<file path="config.mk">
export PLATFORM = sky130hd
export DESIGN_NAME = servo_sweep_pwm_controller
export DESIGN_NICKNAME = d
export VERILOG_FILES = /design/src/rtl/ssp_pkg.sv /design/src/rtl/ssp_div.sv /design/src/rtl/ssp_dpath.sv /design/src/rtl/ssp_ctrl.sv /design/src/rtl/servo_sweep_pwm_controller.sv
export VERILOG_INCLUDE_DIRS = /design/src /design/src/rtl
export SDC_FILE = /design/constraint.sdc
export NUM_CORES = 2
export LEC_CHECK = 0
export BUFFER_PORTS_ARGS = -buffer_cell sky130_fd_sc_hd__buf_2
export CORE_MARGIN = 8
export CORE_UTILIZATION = 50
export DETAILED_ROUTE_END_ITERATION = 8
export PLACE_DENSITY_LB_ADDON = 0.25
export REMOVE_ABC_BUFFERS = 1
export SKIP_LAST_GASP = 1
export SYNTH_ARGS = -nofsm -noshare
export SYNTH_HDL_FRONTEND = slang
export SYNTH_SLANG_ARGS = --single-unit
</file>
<file path="constraint.sdc">
create_clock -name clk -period 12 [get_ports clk]
set_clock_uncertainty 0.1 [all_clocks]
set_input_delay 0 -clock clk [delete_from_list [all_inputs] [get_ports clk]]
set_output_delay 0 -clock clk [all_outputs]
set_load 0.03 [all_outputs]
</file>
<file path="src/rtl/servo_sweep_pwm_controller_defines.svh">
// Assertion macros shared by the servo sweep RTL.
// Standalone header; taken in by the modules that carry assertions.
`ifndef SERVO_SWEEP_PWM_CONTROLLER_DEFINES_SVH
`define SERVO_SWEEP_PWM_CONTROLLER_DEFINES_SVH

// Same-cycle implication, disabled during reset.
`define SSP_ASSERT_IMP(label, clk, rst_n, ante, cons) \
    label: assert property (@(posedge clk) disable iff (!rst_n) (ante) |-> (cons)) \
        else $error("ssp: same-cycle check failed");

// Next-cycle implication, disabled during reset.
`define SSP_ASSERT_NXT(label, clk, rst_n, ante, cons) \
    label: assert property (@(posedge clk) disable iff (!rst_n) (ante) |=> (cons)) \
        else $error("ssp: next-cycle check failed");

`endif

</file>
<file path="src/rtl/ssp_pkg.sv">
// Shared types and constants for the servo sweep PWM controller.
// No dependencies; imported by every module of the block.
package ssp_pkg;

    localparam int ANGLE_W       = 8;
    localparam int DELAY_W       = 16;
    localparam int PULSE_W       = 15;
    localparam int DUTY_W        = 16;
    localparam int OP_W          = 2;
    localparam int CFG_IDX_W     = 3;
    localparam int CFG_DATA_W    = 16;
    localparam int DUTY_BITS_DEF = 16;

    localparam int FULL_ANGLE    = 180;
    localparam int FRAME_US      = 20000;

    // reciprocal divider: 180 = 4 * 45 and 20000 = 32 * 625, the odd parts by
    // multiplication with a rounded-up reciprocal; operands stay below 2^30
    localparam int RECIP_OP_W      = 30;
    localparam int RECIP_M_W       = 31;
    localparam int ANGLE_PRE_SHIFT = 2;
    localparam int ANGLE_SHIFT     = 27;
    localparam int FRAME_PRE_SHIFT = 5;
    localparam int FRAME_SHIFT     = 40;
    localparam logic [RECIP_M_W-1:0] ANGLE_RECIP = 31'd2982617;
    localparam logic [RECIP_M_W-1:0] FRAME_RECIP = 31'd1759218605;

    // signed pulse span and angle * span product
    localparam int SPAN_W        = PULSE_W + 1;
    localparam int PROD_A_W      = ANGLE_W + 1 + SPAN_W;

    localparam logic [OP_W-1:0] OP_TICK  = 2'd0;
    localparam logic [OP_W-1:0] OP_START = 2'd1;
    localparam logic [OP_W-1:0] OP_STOP  = 2'd2;

    localparam logic [CFG_IDX_W-1:0] CFG_MIN_ANGLE  = 3'd0;
    localparam logic [CFG_IDX_W-1:0] CFG_MAX_ANGLE  = 3'd1;
    localparam logic [CFG_IDX_W-1:0] CFG_STEP_SIZE  = 3'd2;
    localparam logic [CFG_IDX_W-1:0] CFG_STEP_DELAY = 3'd3;
    localparam logic [CFG_IDX_W-1:0] CFG_MIN_PULSE  = 3'd4;
    localparam logic [CFG_IDX_W-1:0] CFG_MAX_PULSE  = 3'd5;

    localparam logic [ANGLE_W-1:0] RST_MIN_ANGLE  = 8'd0;
    localparam logic [ANGLE_W-1:0] RST_MAX_ANGLE  = 8'd180;
    localparam logic [ANGLE_W-1:0] RST_STEP_SIZE  = 8'd1;
    localparam logic [DELAY_W-1:0] RST_STEP_DELAY = 16'd20;
    localparam logic [PULSE_W-1:0] RST_MIN_PULSE  = 15'd1000;
    localparam logic [PULSE_W-1:0] RST_MAX_PULSE  = 15'd2000;

    typedef struct packed {
        logic accept;
        logic mul_a;
        logic div_a_start;
        logic pulse;
        logic mul_b;
        logic div_b_start;
        logic load_out;
    } ssp_cmd_t;

    typedef struct packed {
        logic has_result;
        logic drive;
        logic div_busy;
    } ssp_status_t;

endpackage

</file>
<file path="src/rtl/ssp_div.sv">
// Constant divider by reciprocal multiplication: /180 for the pulse map, /20000 for duty.
// Depends on ssp_pkg; used by ssp_dpath. Operand and quotient are registered in turn.
module ssp_div #(
    parameter int DIV_W = 32
) (
    input  logic             clk,
    input  logic             rst_n,
    input  logic             start,
    input  logic [DIV_W-1:0] dividend,
    input  logic             sel_frame,
    output logic             busy,
    output logic [DIV_W-1:0] quotient
);
    import ssp_pkg::*;

    localparam int PROD_W = RECIP_OP_W + RECIP_M_W;

    logic                  busy_reg;
    logic                  sel_reg;
    logic [RECIP_OP_W-1:0] opnd_reg;
    logic [DIV_W-1:0]      quot_reg;

    logic [DIV_W-1:0]      pre_shift;
    logic [RECIP_M_W-1:0]  recip;
    logic [PROD_W-1:0]     prod;
    logic [PROD_W-1:0]     prod_shift;

    // strip the power-of-two factor first, then multiply by the reciprocal of the odd part
    assign pre_shift  = sel_frame ? (dividend >> FRAME_PRE_SHIFT)
                                  : (dividend >> ANGLE_PRE_SHIFT);
    assign recip      = sel_reg ? FRAME_RECIP : ANGLE_RECIP;
    assign prod       = PROD_W'(opnd_reg) * PROD_W'(recip);
    assign prod_shift = sel_reg ? (prod >> FRAME_SHIFT) : (prod >> ANGLE_SHIFT);

    always_ff @(posedge clk or negedge rst_n)
    begin
        if (!rst_n)
        begin
            busy_reg <= 1'b0;
        end
        else
        begin
            busy_reg <= start;
        end
    end

    always_ff @(posedge clk)
    begin
        if (start)
        begin
            opnd_reg <= RECIP_OP_W'(pre_shift);
            sel_reg  <= sel_frame;
        end
        if (busy_reg)
        begin
            quot_reg <= DIV_W'(prod_shift);
        end
    end

    assign busy     = busy_reg;
    assign quotient = quot_reg;

endmodule

</file>
<file path="src/rtl/ssp_dpath.sv">
// Datapath: configuration registers, sweep state, pulse map and duty scaling.
// Depends on ssp_pkg; instantiates ssp_div; driven by ssp_ctrl commands.
module ssp_dpath #(
    parameter int DUTY_BITS = ssp_pkg::DUTY_BITS_DEF,
    parameter int DIV_W     = 32
) (
    input  logic                           clk,
    input  logic                           rst_n,
    input  logic                           cfg_write,
    input  logic [ssp_pkg::CFG_IDX_W-1:0]  cfg_index,
    input  logic [ssp_pkg::CFG_DATA_W-1:0] cfg_data,
    input  logic [ssp_pkg::OP_W-1:0]       operation,
    input  logic                           continuous_mode,
    input  ssp_pkg::ssp_cmd_t              cmd,
    output ssp_pkg::ssp_status_t           status,
    output logic [ssp_pkg::ANGLE_W-1:0]    angle,
    output logic [ssp_pkg::DUTY_W-1:0]     duty,
    output logic                           drive_update,
    output logic                           finished
);
    import ssp_pkg::*;

    localparam int PROD_B_W = PULSE_W + DUTY_BITS;
    localparam logic [PROD_B_W-1:0] DUTY_TOP = {{PULSE_W{1'b0}}, {DUTY_BITS{1'b1}}};

    // configuration
    logic [ANGLE_W-1:0] min_angle_reg;
    logic [ANGLE_W-1:0] max_angle_reg;
    logic [ANGLE_W-1:0] step_size_reg;
    logic [DELAY_W-1:0] step_delay_reg;
    logic [PULSE_W-1:0] min_pulse_reg;
    logic [PULSE_W-1:0] max_pulse_reg;

    // sweep state
    logic [ANGLE_W-1:0] sweep_angle_reg, sweep_angle_next;
    logic               moving_up_reg, moving_up_next;
    logic               sweep_active_reg, sweep_active_next;
    logic               loop_mode_reg, loop_mode_next;
    logic [DELAY_W-1:0] elapsed_reg, elapsed_next;

    // pending result
    logic [ANGLE_W-1:0] res_angle_reg;
    logic               res_drive_reg, res_drive_next;
    logic               res_done_reg, res_done_next;

    logic [DELAY_W-1:0]        elapsed_inc;
    logic signed [ANGLE_W+1:0] next_pos;
    logic signed [ANGLE_W+1:0] min_s;
    logic signed [ANGLE_W+1:0] max_s;
    logic [ANGLE_W-1:0]        limited_angle;

    // arithmetic
    logic signed [SPAN_W-1:0]   span;
    logic signed [PROD_A_W-1:0] prod_a_reg;
    logic [PROD_A_W-1:0]        prod_a_neg;
    logic [PROD_A_W-2:0]        mag_a;
    logic [PULSE_W:0]           q_mag;
    logic signed [PULSE_W+1:0]  q_signed;
    logic signed [PULSE_W+2:0]  pulse_sum;
    logic [PULSE_W-1:0]         pulse_clamped;
    logic [PULSE_W-1:0]         pulse_reg;
    logic [PROD_B_W-1:0]        prod_b_reg;
    logic [DUTY_W-1:0]          duty_sat;

    logic                 div_start;
    logic [DIV_W-1:0]     div_dividend;
    logic                 div_sel;
    logic                 div_busy;
    logic [DIV_W-1:0]     div_quot;

    // output register
    logic [ANGLE_W-1:0] angle_reg;
    logic [DUTY_W-1:0]  duty_reg;
    logic               drive_reg;
    logic               fin_reg;

    always_ff @(posedge clk or negedge rst_n)
    begin
        if (!rst_n)
        begin
            min_angle_reg  <= RST_MIN_ANGLE;
            max_angle_reg  <= RST_MAX_ANGLE;
            step_size_reg  <= RST_STEP_SIZE;
            step_delay_reg <= RST_STEP_DELAY;
            min_pulse_reg  <= RST_MIN_PULSE;
            max_pulse_reg  <= RST_MAX_PULSE;
        end
        else if (cfg_write)
        begin
            case (cfg_index)
                CFG_MIN_ANGLE:  min_angle_reg  <= cfg_data[ANGLE_W-1:0];
                CFG_MAX_ANGLE:  max_angle_reg  <= cfg_data[ANGLE_W-1:0];
                CFG_STEP_SIZE:  step_size_reg  <= cfg_data[ANGLE_W-1:0];
                CFG_STEP_DELAY: step_delay_reg <= cfg_data[DELAY_W-1:0];
                CFG_MIN_PULSE:  min_pulse_reg  <= cfg_data[PULSE_W-1:0];
                CFG_MAX_PULSE:  max_pulse_reg  <= cfg_data[PULSE_W-1:0];
                default: ;
            endcase
        end
    end

    // saturating tick count and the candidate angle for a step
    assign elapsed_inc = (elapsed_reg != {DELAY_W{1'b1}}) ? elapsed_reg + DELAY_W'(1)
                                                          : elapsed_reg;
    assign min_s    = $signed({2'b00, min_angle_reg});
    assign max_s    = $signed({2'b00, max_angle_reg});
    assign next_pos = moving_up_reg
                    ? $signed({2'b00, sweep_angle_reg}) + $signed({2'b00, step_size_reg})
                    : $signed({2'b00, sweep_angle_reg}) - $signed({2'b00, step_size_reg});

    always_comb
    begin
        sweep_angle_next  = sweep_angle_reg;
        moving_up_next    = moving_up_reg;
        sweep_active_next = sweep_active_reg;
        loop_mode_next    = loop_mode_reg;
        elapsed_next      = elapsed_reg;
        res_drive_next    = 1'b0;
        res_done_next     = 1'b0;
        case (operation)
            OP_START:
            begin
                sweep_active_next = 1'b1;
                loop_mode_next    = continuous_mode;
                sweep_angle_next  = min_angle_reg;
                moving_up_next    = 1'b1;
                elapsed_next      = '0;
                res_drive_next    = 1'b1;
            end
            OP_STOP:
            begin
                sweep_active_next = 1'b0;
            end
            OP_TICK:
            begin
                if (sweep_active_reg)
                begin
                    elapsed_next = elapsed_inc;
                    if (elapsed_inc >= step_delay_reg)
                    begin
                        // upper bound is tested first, also with reversed bounds
                        if (next_pos >= max_s)
                        begin
                            sweep_angle_next = max_angle_reg;
                            if (loop_mode_reg)
                            begin
                                moving_up_next = 1'b0;
                                elapsed_next   = '0;
                                res_drive_next = 1'b1;
                            end
                            else
                            begin
                                sweep_active_next = 1'b0;
                                res_done_next     = 1'b1;
                            end
                        end
                        else if (next_pos <= min_s)
                        begin
                            sweep_angle_next = min_angle_reg;
                            moving_up_next   = 1'b1;
                            elapsed_next     = '0;
                            res_drive_next   = 1'b1;
                        end
                        else
                        begin
                            sweep_angle_next = next_pos[ANGLE_W-1:0];
                            elapsed_next     = '0;
                            res_drive_next   = 1'b1;
                        end
                    end
                end
            end
            default: ;
        endcase
    end

    assign limited_angle = (sweep_angle_next > ANGLE_W'(FULL_ANGLE)) ? ANGLE_W'(FULL_ANGLE)
                                                                     : sweep_angle_next;

    always_ff @(posedge clk or negedge rst_n)
    begin
        if (!rst_n)
        begin
            sweep_angle_reg  <= '0;
            moving_up_reg    <= 1'b1;
            sweep_active_reg <= 1'b0;
            loop_mode_reg    <= 1'b0;
            elapsed_reg      <= '0;
            res_drive_reg    <= 1'b0;
            res_done_reg     <= 1'b0;
        end
        else if (cmd.accept)
        begin
            sweep_angle_reg  <= sweep_angle_next;
            moving_up_reg    <= moving_up_next;
            sweep_active_reg <= sweep_active_next;
            loop_mode_reg    <= loop_mode_next;
            elapsed_reg      <= elapsed_next;
            res_drive_reg    <= res_drive_next;
            res_done_reg     <= res_done_next;
        end
    end

    always_ff @(posedge clk)
    begin
        if (cmd.accept)
        begin
            res_angle_reg <= limited_angle;
        end
    end

    // pulse = min + trunc(angle * span / 180)
    assign span       = $signed({1'b0, max_pulse_reg}) - $signed({1'b0, min_pulse_reg});
    assign prod_a_neg = -prod_a_reg;
    assign mag_a      = prod_a_reg[PROD_A_W-1] ? prod_a_neg[PROD_A_W-2:0]
                                               : prod_a_reg[PROD_A_W-2:0];
    assign q_mag      = div_quot[PULSE_W:0];
    assign q_signed   = prod_a_reg[PROD_A_W-1] ? -$signed({1'b0, q_mag}) : $signed({1'b0, q_mag});
    assign pulse_sum  = $signed({q_signed[PULSE_W+1], q_signed})
                      + $signed({3'b000, min_pulse_reg});

    // clamp negatives to zero and clamp at the frame length, where duty is already full scale
    always_comb
    begin
        if (pulse_sum[PULSE_W+2])
        begin
            pulse_clamped = '0;
        end
        else if (pulse_sum > (PULSE_W+3)'(FRAME_US))
        begin
            pulse_clamped = PULSE_W'(FRAME_US);
        end
        else
        begin
            pulse_clamped = pulse_sum[PULSE_W-1:0];
        end
    end

    always_ff @(posedge clk)
    begin
        if (cmd.mul_a)
        begin
            prod_a_reg <= $signed({1'b0, res_angle_reg}) * span;
        end
        if (cmd.pulse)
        begin
            pulse_reg <= pulse_clamped;
        end
        if (cmd.mul_b)
        begin
            prod_b_reg <= PROD_B_W'(pulse_reg) * DUTY_TOP;
        end
    end

    assign div_start    = cmd.div_a_start || cmd.div_b_start;
    assign div_dividend = cmd.div_b_start ? DIV_W'(prod_b_reg) : DIV_W'(mag_a);
    assign div_sel      = cmd.div_b_start;

    ssp_div #(
        .DIV_W (DIV_W)
    ) u_div (
        .clk       (clk),
        .rst_n     (rst_n),
        .start     (div_start),
        .dividend  (div_dividend),
        .sel_frame (div_sel),
        .busy      (div_busy),
        .quotient  (div_quot)
    );

    assign duty_sat = (div_quot > DIV_W'({DUTY_W{1'b1}})) ? {DUTY_W{1'b1}}
                                                         : div_quot[DUTY_W-1:0];

    always_ff @(posedge clk)
    begin
        if (cmd.load_out)
        begin
            angle_reg <= res_angle_reg;
            duty_reg  <= res_drive_reg ? duty_sat : '0;
            drive_reg <= res_drive_reg;
            fin_reg   <= res_done_reg;
        end
    end

    assign status.has_result = res_drive_reg || res_done_reg;
    assign status.drive      = res_drive_reg;
    assign status.div_busy   = div_busy;

    assign angle        = angle_reg;
    assign duty         = duty_reg;
    assign drive_update = drive_reg;
    assign finished     = fin_reg;

endmodule

</file>
<file path="src/rtl/ssp_ctrl.sv">
// Controller state machine: input/output handshakes and datapath sequencing.
// Depends on ssp_pkg and the assertion macros header.
`include "servo_sweep_pwm_controller_defines.svh"

module ssp_ctrl (
    input  logic                 clk,
    input  logic                 rst_n,
    input  logic                 in_valid,
    output logic                 in_ready,
    output logic                 out_valid,
    input  logic                 out_ready,
    input  ssp_pkg::ssp_status_t status,
    output ssp_pkg::ssp_cmd_t    cmd
);
    import ssp_pkg::*;

    typedef enum logic [9:0] {
        ST_IDLE      = 10'b00_0000_0001,
        ST_DECIDE    = 10'b00_0000_0010,
        ST_MUL_A     = 10'b00_0000_0100,
        ST_DIV_A_GO  = 10'b00_0000_1000,
        ST_DIV_A_RUN = 10'b00_0001_0000,
        ST_PULSE     = 10'b00_0010_0000,
        ST_MUL_B     = 10'b00_0100_0000,
        ST_DIV_B_GO  = 10'b00_1000_0000,
        ST_DIV_B_RUN = 10'b01_0000_0000,
        ST_LOAD      = 10'b10_0000_0000
    } state_t;

    state_t state_reg, state_next;
    logic   out_valid_reg, out_valid_next;
    logic   out_free;

    assign in_ready = (state_reg == ST_IDLE);
    assign out_free = !out_valid_reg || out_ready;

    always_comb
    begin
        cmd             = '0;
        cmd.accept      = in_valid && (state_reg == ST_IDLE);
        cmd.mul_a       = (state_reg == ST_MUL_A);
        cmd.div_a_start = (state_reg == ST_DIV_A_GO);
        cmd.pulse       = (state_reg == ST_PULSE);
        cmd.mul_b       = (state_reg == ST_MUL_B);
        cmd.div_b_start = (state_reg == ST_DIV_B_GO);
        cmd.load_out    = (state_reg == ST_LOAD) && out_free;
    end

    always_comb
    begin
        state_next = state_reg;
        case (state_reg)
            ST_IDLE:
            begin
                if (in_valid)
                begin
                    state_next = ST_DECIDE;
                end
            end
            ST_DECIDE:
            begin
                // no result returns to idle; a completed single sweep carries no duty: skip the arithmetic
                if (!status.has_result)
                begin
                    state_next = ST_IDLE;
                end
                else if (status.drive)
                begin
                    state_next = ST_MUL_A;
                end
                else
                begin
                    state_next = ST_LOAD;
                end
            end
            ST_MUL_A:     state_next = ST_DIV_A_GO;
            ST_DIV_A_GO:  state_next = ST_DIV_A_RUN;
            ST_DIV_A_RUN:
            begin
                if (!status.div_busy)
                begin
                    state_next = ST_PULSE;
                end
            end
            ST_PULSE:     state_next = ST_MUL_B;
            ST_MUL_B:     state_next = ST_DIV_B_GO;
            ST_DIV_B_GO:  state_next = ST_DIV_B_RUN;
            ST_DIV_B_RUN:
            begin
                if (!status.div_busy)
                begin
                    state_next = ST_LOAD;
                end
            end
            ST_LOAD:
            begin
                if (out_free)
                begin
                    state_next = ST_IDLE;
                end
            end
            default:      state_next = ST_IDLE;
        endcase
    end

    // hold the result until the downstream transaction completes
    always_comb
    begin
        if (cmd.load_out)
        begin
            out_valid_next = 1'b1;
        end
        else if (out_ready)
        begin
            out_valid_next = 1'b0;
        end
        else
        begin
            out_valid_next = out_valid_reg;
        end
    end

    always_ff @(posedge clk or negedge rst_n)
    begin
        if (!rst_n)
        begin
            state_reg     <= ST_IDLE;
            out_valid_reg <= 1'b0;
        end
        else
        begin
            state_reg     <= state_next;
            out_valid_reg <= out_valid_next;
        end
    end

    assign out_valid = out_valid_reg;

    `SSP_ASSERT_IMP(a_idle_div_quiet, clk, rst_n, state_reg == ST_IDLE, !status.div_busy)
    `SSP_ASSERT_NXT(a_div_starts, clk, rst_n, cmd.div_a_start || cmd.div_b_start, status.div_busy)
    `SSP_ASSERT_IMP(a_no_overwrite, clk, rst_n, cmd.load_out, !out_valid_reg || out_ready)
    `SSP_ASSERT_NXT(a_one_in_flight, clk, rst_n, in_valid && in_ready, !in_ready)

endmodule

</file>
<file path="src/rtl/servo_sweep_pwm_controller.sv">
// Servo sweep controller with PWM duty output. Items are ticks, starts and stops;
// a start or a tick that steps the sweep yields one result with the new angle and
// its 16-bit duty, a completed single sweep yields one result flagged finished,
// and all other items yield nothing. Every item passes through a decide state;
// a sweep completion then goes straight to the output load, and a driven angle uses
// the shared reciprocal divider once for the /180 pulse map and once for the /20000
// duty scaling; a result that cannot leave holds the block for as long. One item
// is in flight at a time; a finished result waits in the output register while
// the next item is taken in. Configuration writes take effect at once.
module servo_sweep_pwm_controller #(
    parameter int DUTY_BITS = ssp_pkg::DUTY_BITS_DEF
) (
    input  logic                           clk,
    input  logic                           rst_n,
    input  logic                           cfg_write,
    input  logic [ssp_pkg::CFG_IDX_W-1:0]  cfg_index,
    input  logic [ssp_pkg::CFG_DATA_W-1:0] cfg_data,
    input  logic                           in_valid,
    output logic                           in_ready,
    input  logic [ssp_pkg::OP_W-1:0]       operation,
    input  logic                           continuous_mode,
    output logic                           out_valid,
    input  logic                           out_ready,
    output logic [ssp_pkg::ANGLE_W-1:0]    angle,
    output logic [ssp_pkg::DUTY_W-1:0]     duty,
    output logic                           drive_update,
    output logic                           finished
);
    import ssp_pkg::*;

    // divider width covers |angle * span| and pulse * (2^DUTY_BITS - 1)
    localparam int MAG_A_W = PROD_A_W - 1;
    localparam int DIV_W   = (MAG_A_W > PULSE_W + DUTY_BITS) ? MAG_A_W : PULSE_W + DUTY_BITS;

    ssp_cmd_t    cmd;
    ssp_status_t status;

    ssp_ctrl u_ctrl (
        .clk       (clk),
        .rst_n     (rst_n),
        .in_valid  (in_valid),
        .in_ready  (in_ready),
        .out_valid (out_valid),
        .out_ready (out_ready),
        .status    (status),
        .cmd       (cmd)
    );

    ssp_dpath #(
        .DUTY_BITS (DUTY_BITS),
        .DIV_W     (DIV_W)
    ) u_dpath (
        .clk             (clk),
        .rst_n           (rst_n),
        .cfg_write       (cfg_write),
        .cfg_index       (cfg_index),
        .cfg_data        (cfg_data),
        .operation       (operation),
        .continuous_mode (continuous_mode),
        .cmd             (cmd),
        .status          (status),
        .angle           (angle),
        .duty            (duty),
        .drive_update    (drive_update),
        .finished        (finished)
    );

endmodule
</file>
# After elaboration in Yosys (flattened, before gate mapping)
# Cells that the tools add are included.
word_totals:
  input_bits: 27
  word_cells: 143
  regBits: 278
classes:
  addsub: 7
  n_eq_ne: 26
  reduce_logical: 23
  n_lt_le_gt_ge: 6
  multipliers: 3
  n_mux: 48
ops:
  columns: ["cell", "n"]
  rows:
  - ["$pmux W10 S10", 1]
  - ["$mux W16", 6]
  - ["$mux W10", 7]
  - ["$mux W31", 2]
  - ["$mul A30 B31 Y61", 1]
  - ["$mux W8", 4]
  - ["$pmux W16 S2", 1]
  - ["$gt A31 B16 Y1 const B", 1]
  - ["$mul A15 B16 Y31 const B", 1]
  - ["$mux W26", 1]
  - ["$mul A9 B16 Y25", 1]
  - ["$mux W24", 1]
  - ["$neg A24 Y24", 1]
  - ["$mux W21", 1]
  - ["$add A17 B16 Y18", 1]
  - ["$gt A18 B16 Y1 const B", 1]
  - ["$mux W1", 18]
  - ["$mux W17", 1]
  - ["$neg A16 Y17", 1]
  - ["$add A16 B1 Y16 const B", 1]
  - ["$ge A16 B16 Y1", 1]
  - ["$ne A16 B16 Y1 const B", 1]
  - ["$pmux W8 S2", 1]
  - ["$reduce_and A2 Y1", 8]
  - ["39 further kinds", 50]

# Depth between registers and ports, before layout
depth:
  word_depth: 9
  depth_mapped: 33

# By module
# A second synthesis with hierarchy kept.
hier_totals:
  cells_unflattened: 4369
  area_unflattened_um2: 43266.5
modules_own_cells:
  columns: ["module", "instances", "area_per_inst_um2", "cells_each"]
  rows:
  - ["ssp_div", 1, 21803.4, 2135]
  - ["ssp_dpath", 1, 20701.1, 2152]
  - ["ssp_ctrl", 1, 762.0, 82]

# Worst setup path before layout
# OpenSTA, ideal clock, no wires.
synth_timing:
  path_type: "register to register"
  startpoint: "register u_dpath.u_div.sel_reg"
  endpoint: "register u_dpath.u_div.quot_reg[16] (netlist: u_dpath.u_div.quotient[16]), data pin"
  t_arrival_ns: 7.939
  n_path_buf: 4
  slack_ns: 3.691
  setup_time_ns: 0.271
  required_time_ns: 11.629
  synth_period_minus_slack_ns: 8.309
  path_stages_with_launch: 32
  cell_sequence: "edfxtp_1 > clkbuf_1 > clkbuf_1 > clkbuf_1 > clkbuf_1 > nor2_1 > fa_1 > inv_1 > fa_1 > inv_1 > fa_1 > inv_1 > fa_1 > inv_1 > fa_1 > fa_1 > fa_1 > inv_1 > fa_1 > inv_1 > ha_1 > and4_1 > and3_1 > a211oi_1 > nand3_1 > o31ai_1 > nor4b_1 > or2_2 > a21o_1 > a21oi_1 > xor2_1 > mux2i_1"
synth_via:
  elab_chain_len: 3
synth_lines:
  columns: ["element", "line", "text"]
  rows:
  - ["from (decl)", "ssp_div.sv:19", "logic sel_reg;"]
  - ["from (signal assigned)", "ssp_div.sv:52", "sel_reg <= sel_frame;"]
  - ["$mux W31", "ssp_div.sv:31", "assign recip = sel_reg ? FRAME_RECIP : ANGLE_RECIP;"]
  - ["$mul A30 B31 Y61", "ssp_div.sv:32", "assign prod = PROD_W'(opnd_reg) * PROD_W'(recip);"]
  - ["$mux W21 (*)", "ssp_div.sv:33", "assign prod_shift = sel_reg ? (prod >> FRAME_SHIFT) : (prod >> ANGLE_SHIFT);"]
  - ["named net u_dpath.u_div.prod_shift[16]", "ssp_div.sv:26", "logic [PROD_W-1:0] prod_shift;"]
  - ["to (signal assigned)", "ssp_div.sv:56", "quot_reg <= DIV_W'(prod_shift);"]
  - ["to (decl)", "ssp_div.sv:21", "logic [DIV_W-1:0] quot_reg;"]
# Mark *: on every way through the listed nets, which the timed path passes. The rest lies on a longest branch.
# A chain may end at the register's enable or synchronous reset.

# Worst setup path in the final report
# Ends and elaborated chain as after synthesis.

==> results.yml <==
worst_setup_path:
  reg2reg_from: "u_dpath.u_div.sel_reg"
  cp_slowest_cell: "nor4_1"
  crit_arrival_ns: 9.43
  cp-startpoint: "u_dpath.u_div.sel_reg"
  cp_max_fo: 69
  cp_common_cell: "fa_1"
  worstPathRequired_ns: 12.16
  r2r-end: "u_dpath.u_div.quotient[16]"
  cp-end-kind: "register"
  criticalPathCategory: "reg -> reg"
  reg2reg_depth: 28
  critPathLaunchType: "register"
  reg2reg_setup_slack_ns: 2.74
  max_stage_delay_ns: 0.66
route:
  drc: 0
  vias: 29100
  final_antenna_net_count: 0
  wire_per_inst_um: 19.1
  vias_per_cell: 5.37
  dr.pass1.iters: 7
  drt_iter0_markers: 1780
  finalWirelength_mm: 104
die:
  die-area_um2: 93400
  io_pins: 55
  die_w_um: 306
  core_area_um2: 83300
  fp-row-count: 106
  initial_core_util_pct: 50.3
  fp.dieH_um: 306
synthesis:
  synth_compound_gate_area_share_pct: 8.50
  yosysUniqueCellTypes: 78
  synth_top_family_by_area: "adder cells"
  synth_edf_count: 161
  synthMuxAreaShare_pct: 1.40
  synthArstFlopShare_pct: 40.8
  ys.flop_type: "edfxtp_1"
  synthAdderAreaFrac_pct: 49.3
  seq_area_frac_synth_pct: 18.2
  synth_xor_area_share_pct: 3.36
  synth-simple-area-share_pct: 9.44
  synthCells: 4226
  synth_warnings: 0
  syn_area_per_cell_um2: 9.92
  ys_ff_latch: 272
  netlist_area_um2: 41900
global_routing:
  grt_pass1_vias: 30700
  antenna_found_initial: 0
  grt_pass1_wl_mm: 167
  grtUsageTotal_pct: 22.4
  grt.overflow.total: 0
  grt_max_degree: 77
timing:
  maxSlewHeadroom_pct: 19.5
  finalSetupViolations: 0
  post-route-period-util_pct: 77.2
  setup_slack_ns: 2.74
  clock.fmax_mhz: 108
  layout_min_cycle_time_ns: 9.26
  worst_slew_pin_slew_ns: 1.20
  grt_setup_unrepaired: "no"
  finalMaxSlewViolations: 0
  hold_violations: 0
  fin_tns_setup_ns: 0
placed_design:
  hpwlAfterDp_mm: 87.8
  pre_cts_ws_ns: 2.84
  gp_congestion: 1.02
  port_buffers: 54
clocking:
  cts_resized: 0
  ctsHtreeMaxLevel: 2
  clock_latency_ns: 0.55
  cts_buffers: 34
  cts-root-buf: "clkbuf_16"
  clock-sinks: 272
  clockBufferDepth: 3
  cts_tree: "built"
  cts.reportedPaths.clkPinSlew_ns: 0.07
worst_hold_path:
  min_path_cells: 6
  hp-start: "cfg_write"
  hold_path_end: "u_dpath.step_size_reg[5]"
  hp-class: "in -> reg"
final_layout:
  syn_to_final_growth_pct: 7.62
  drive_gt1_share_pct: 5.33
  largest_register_ffs: 31
  layout.nets: 5607
  n_antenna_cell: 0
job:
  maxCapViolCount: 0
run_status:
  status: "complete, no violations"
[cell usage after synthesis (all sizes together), types with 24 or more instances]
cell type	instances	area share, %
xnor2	87	1.8
a21o	59	1.1
nor2b	47	0.70
clkbuf	82	0.73
ha	639	19
fa	634	30
and3	29	0.43
mux2	44	1.2
nand3	37	0.44
nand2	279	2.5
o21ai	198	2.4
inv	1002	9.0
nor2	158	1.4
and2	85	1.3
nor3	30	0.36
a31oi	24	0.36
dfrtp	90	5.4
nand2b	38	0.57
o21a	26	0.47
a21oi	128	1.5
edfxtp	161	12
xor2	74	1.5
[stage by stage]
step | utilization [%] | area, um2 | cells | hold slack [ns]
after floorplan | - | 41600 | 4146 | -0.396
after global placement | 52.1 | 43400 | 5295 | -0.111
after detailed placement | 52.1 | 43400 | 5295 | -0.116
after CTS | 54.2 | 45100 | 5412 | 0.0469
after global routing | 54.2 | 45100 | 5412 | 0.125
final | 54.2 | 45100 | 5412 | 0.102
[routing by layer]
layer	vias up	GRT usage (%)	wire [um]
met3	176	2.68	5280
li1	13700	-	-
met2	694	38.7	50700
met4	0	6.50	3390
met1	14500	29.7	44200
met5	-	0	0
[placed cells by master, fill, tap and decap left out, drive strengths merged, types with 74 or more instances in the layout]
master,instances
fa,634
edfxtp,161
and2,85
a21oi,128
nor2,158
inv,1002
xnor2,87
ha,639
xor2,74
nand2,279
o21ai,198
dfrtp,90
[cell type report]
type                            instances  area, um2
Clock buffer                           49       1020
Clock inverter                         12        143
Fill cell                            7449      38200
Inverter                             1003       3760
Multi-Input combinational cell       2871      30200
Sequential cell                       272       7640
Tap cell                             1080       1350
Timing Repair Buffer                  125        956
[how the worst max path moves through the flow]
stage                     slack, ns                          to  depth (start not counted)
after floorplan                2.32  u_dpath.u_div.quotient[16]                         26
after global placement         2.78   u_dpath.u_div.quotient[1]                         28
after detailed placement       2.84   u_dpath.u_div.quotient[1]                         28
after CTS                      2.77   u_dpath.u_div.quotient[1]                         28
after global routing           2.35  u_dpath.u_div.quotient[17]                         29
final                          2.74  u_dpath.u_div.quotient[16]                         28
[kinds of logic after synthesis]
kind of cell	count (synthesis)
adder cells (fa/ha/maj)	1273
other	2
AND/OR/NAND/NOR	804
AO/OA/AOI/OAI	574
flip-flops	272
multiplexers	53
XOR/XNOR	161
buffers and inverters	1087
[worst max-delay path: cells and delay by family (launching register included)]
kind | cells | cell delay [ns]
adder cells (fa/ha/maj) | 9 | 3.96
multiplexers | 1 | 0.12
AO/OA/AOI/OAI | 4 | 0.75
XOR/XNOR | 1 | 0.22
flip-flops | 1 | 0.35
buffers and inverters | 7 | 1.07
AND/OR/NAND/NOR | 6 | 2.39
[what timing repair did]
action	CTS	global route
hold endpoints to repair	129	0
setup buffers	0	0
hold buffers	56	0
Power is left out: the tool's default activity adds up to more than one toggle a clock period on the data nets, which glitch-free logic cannot reach.
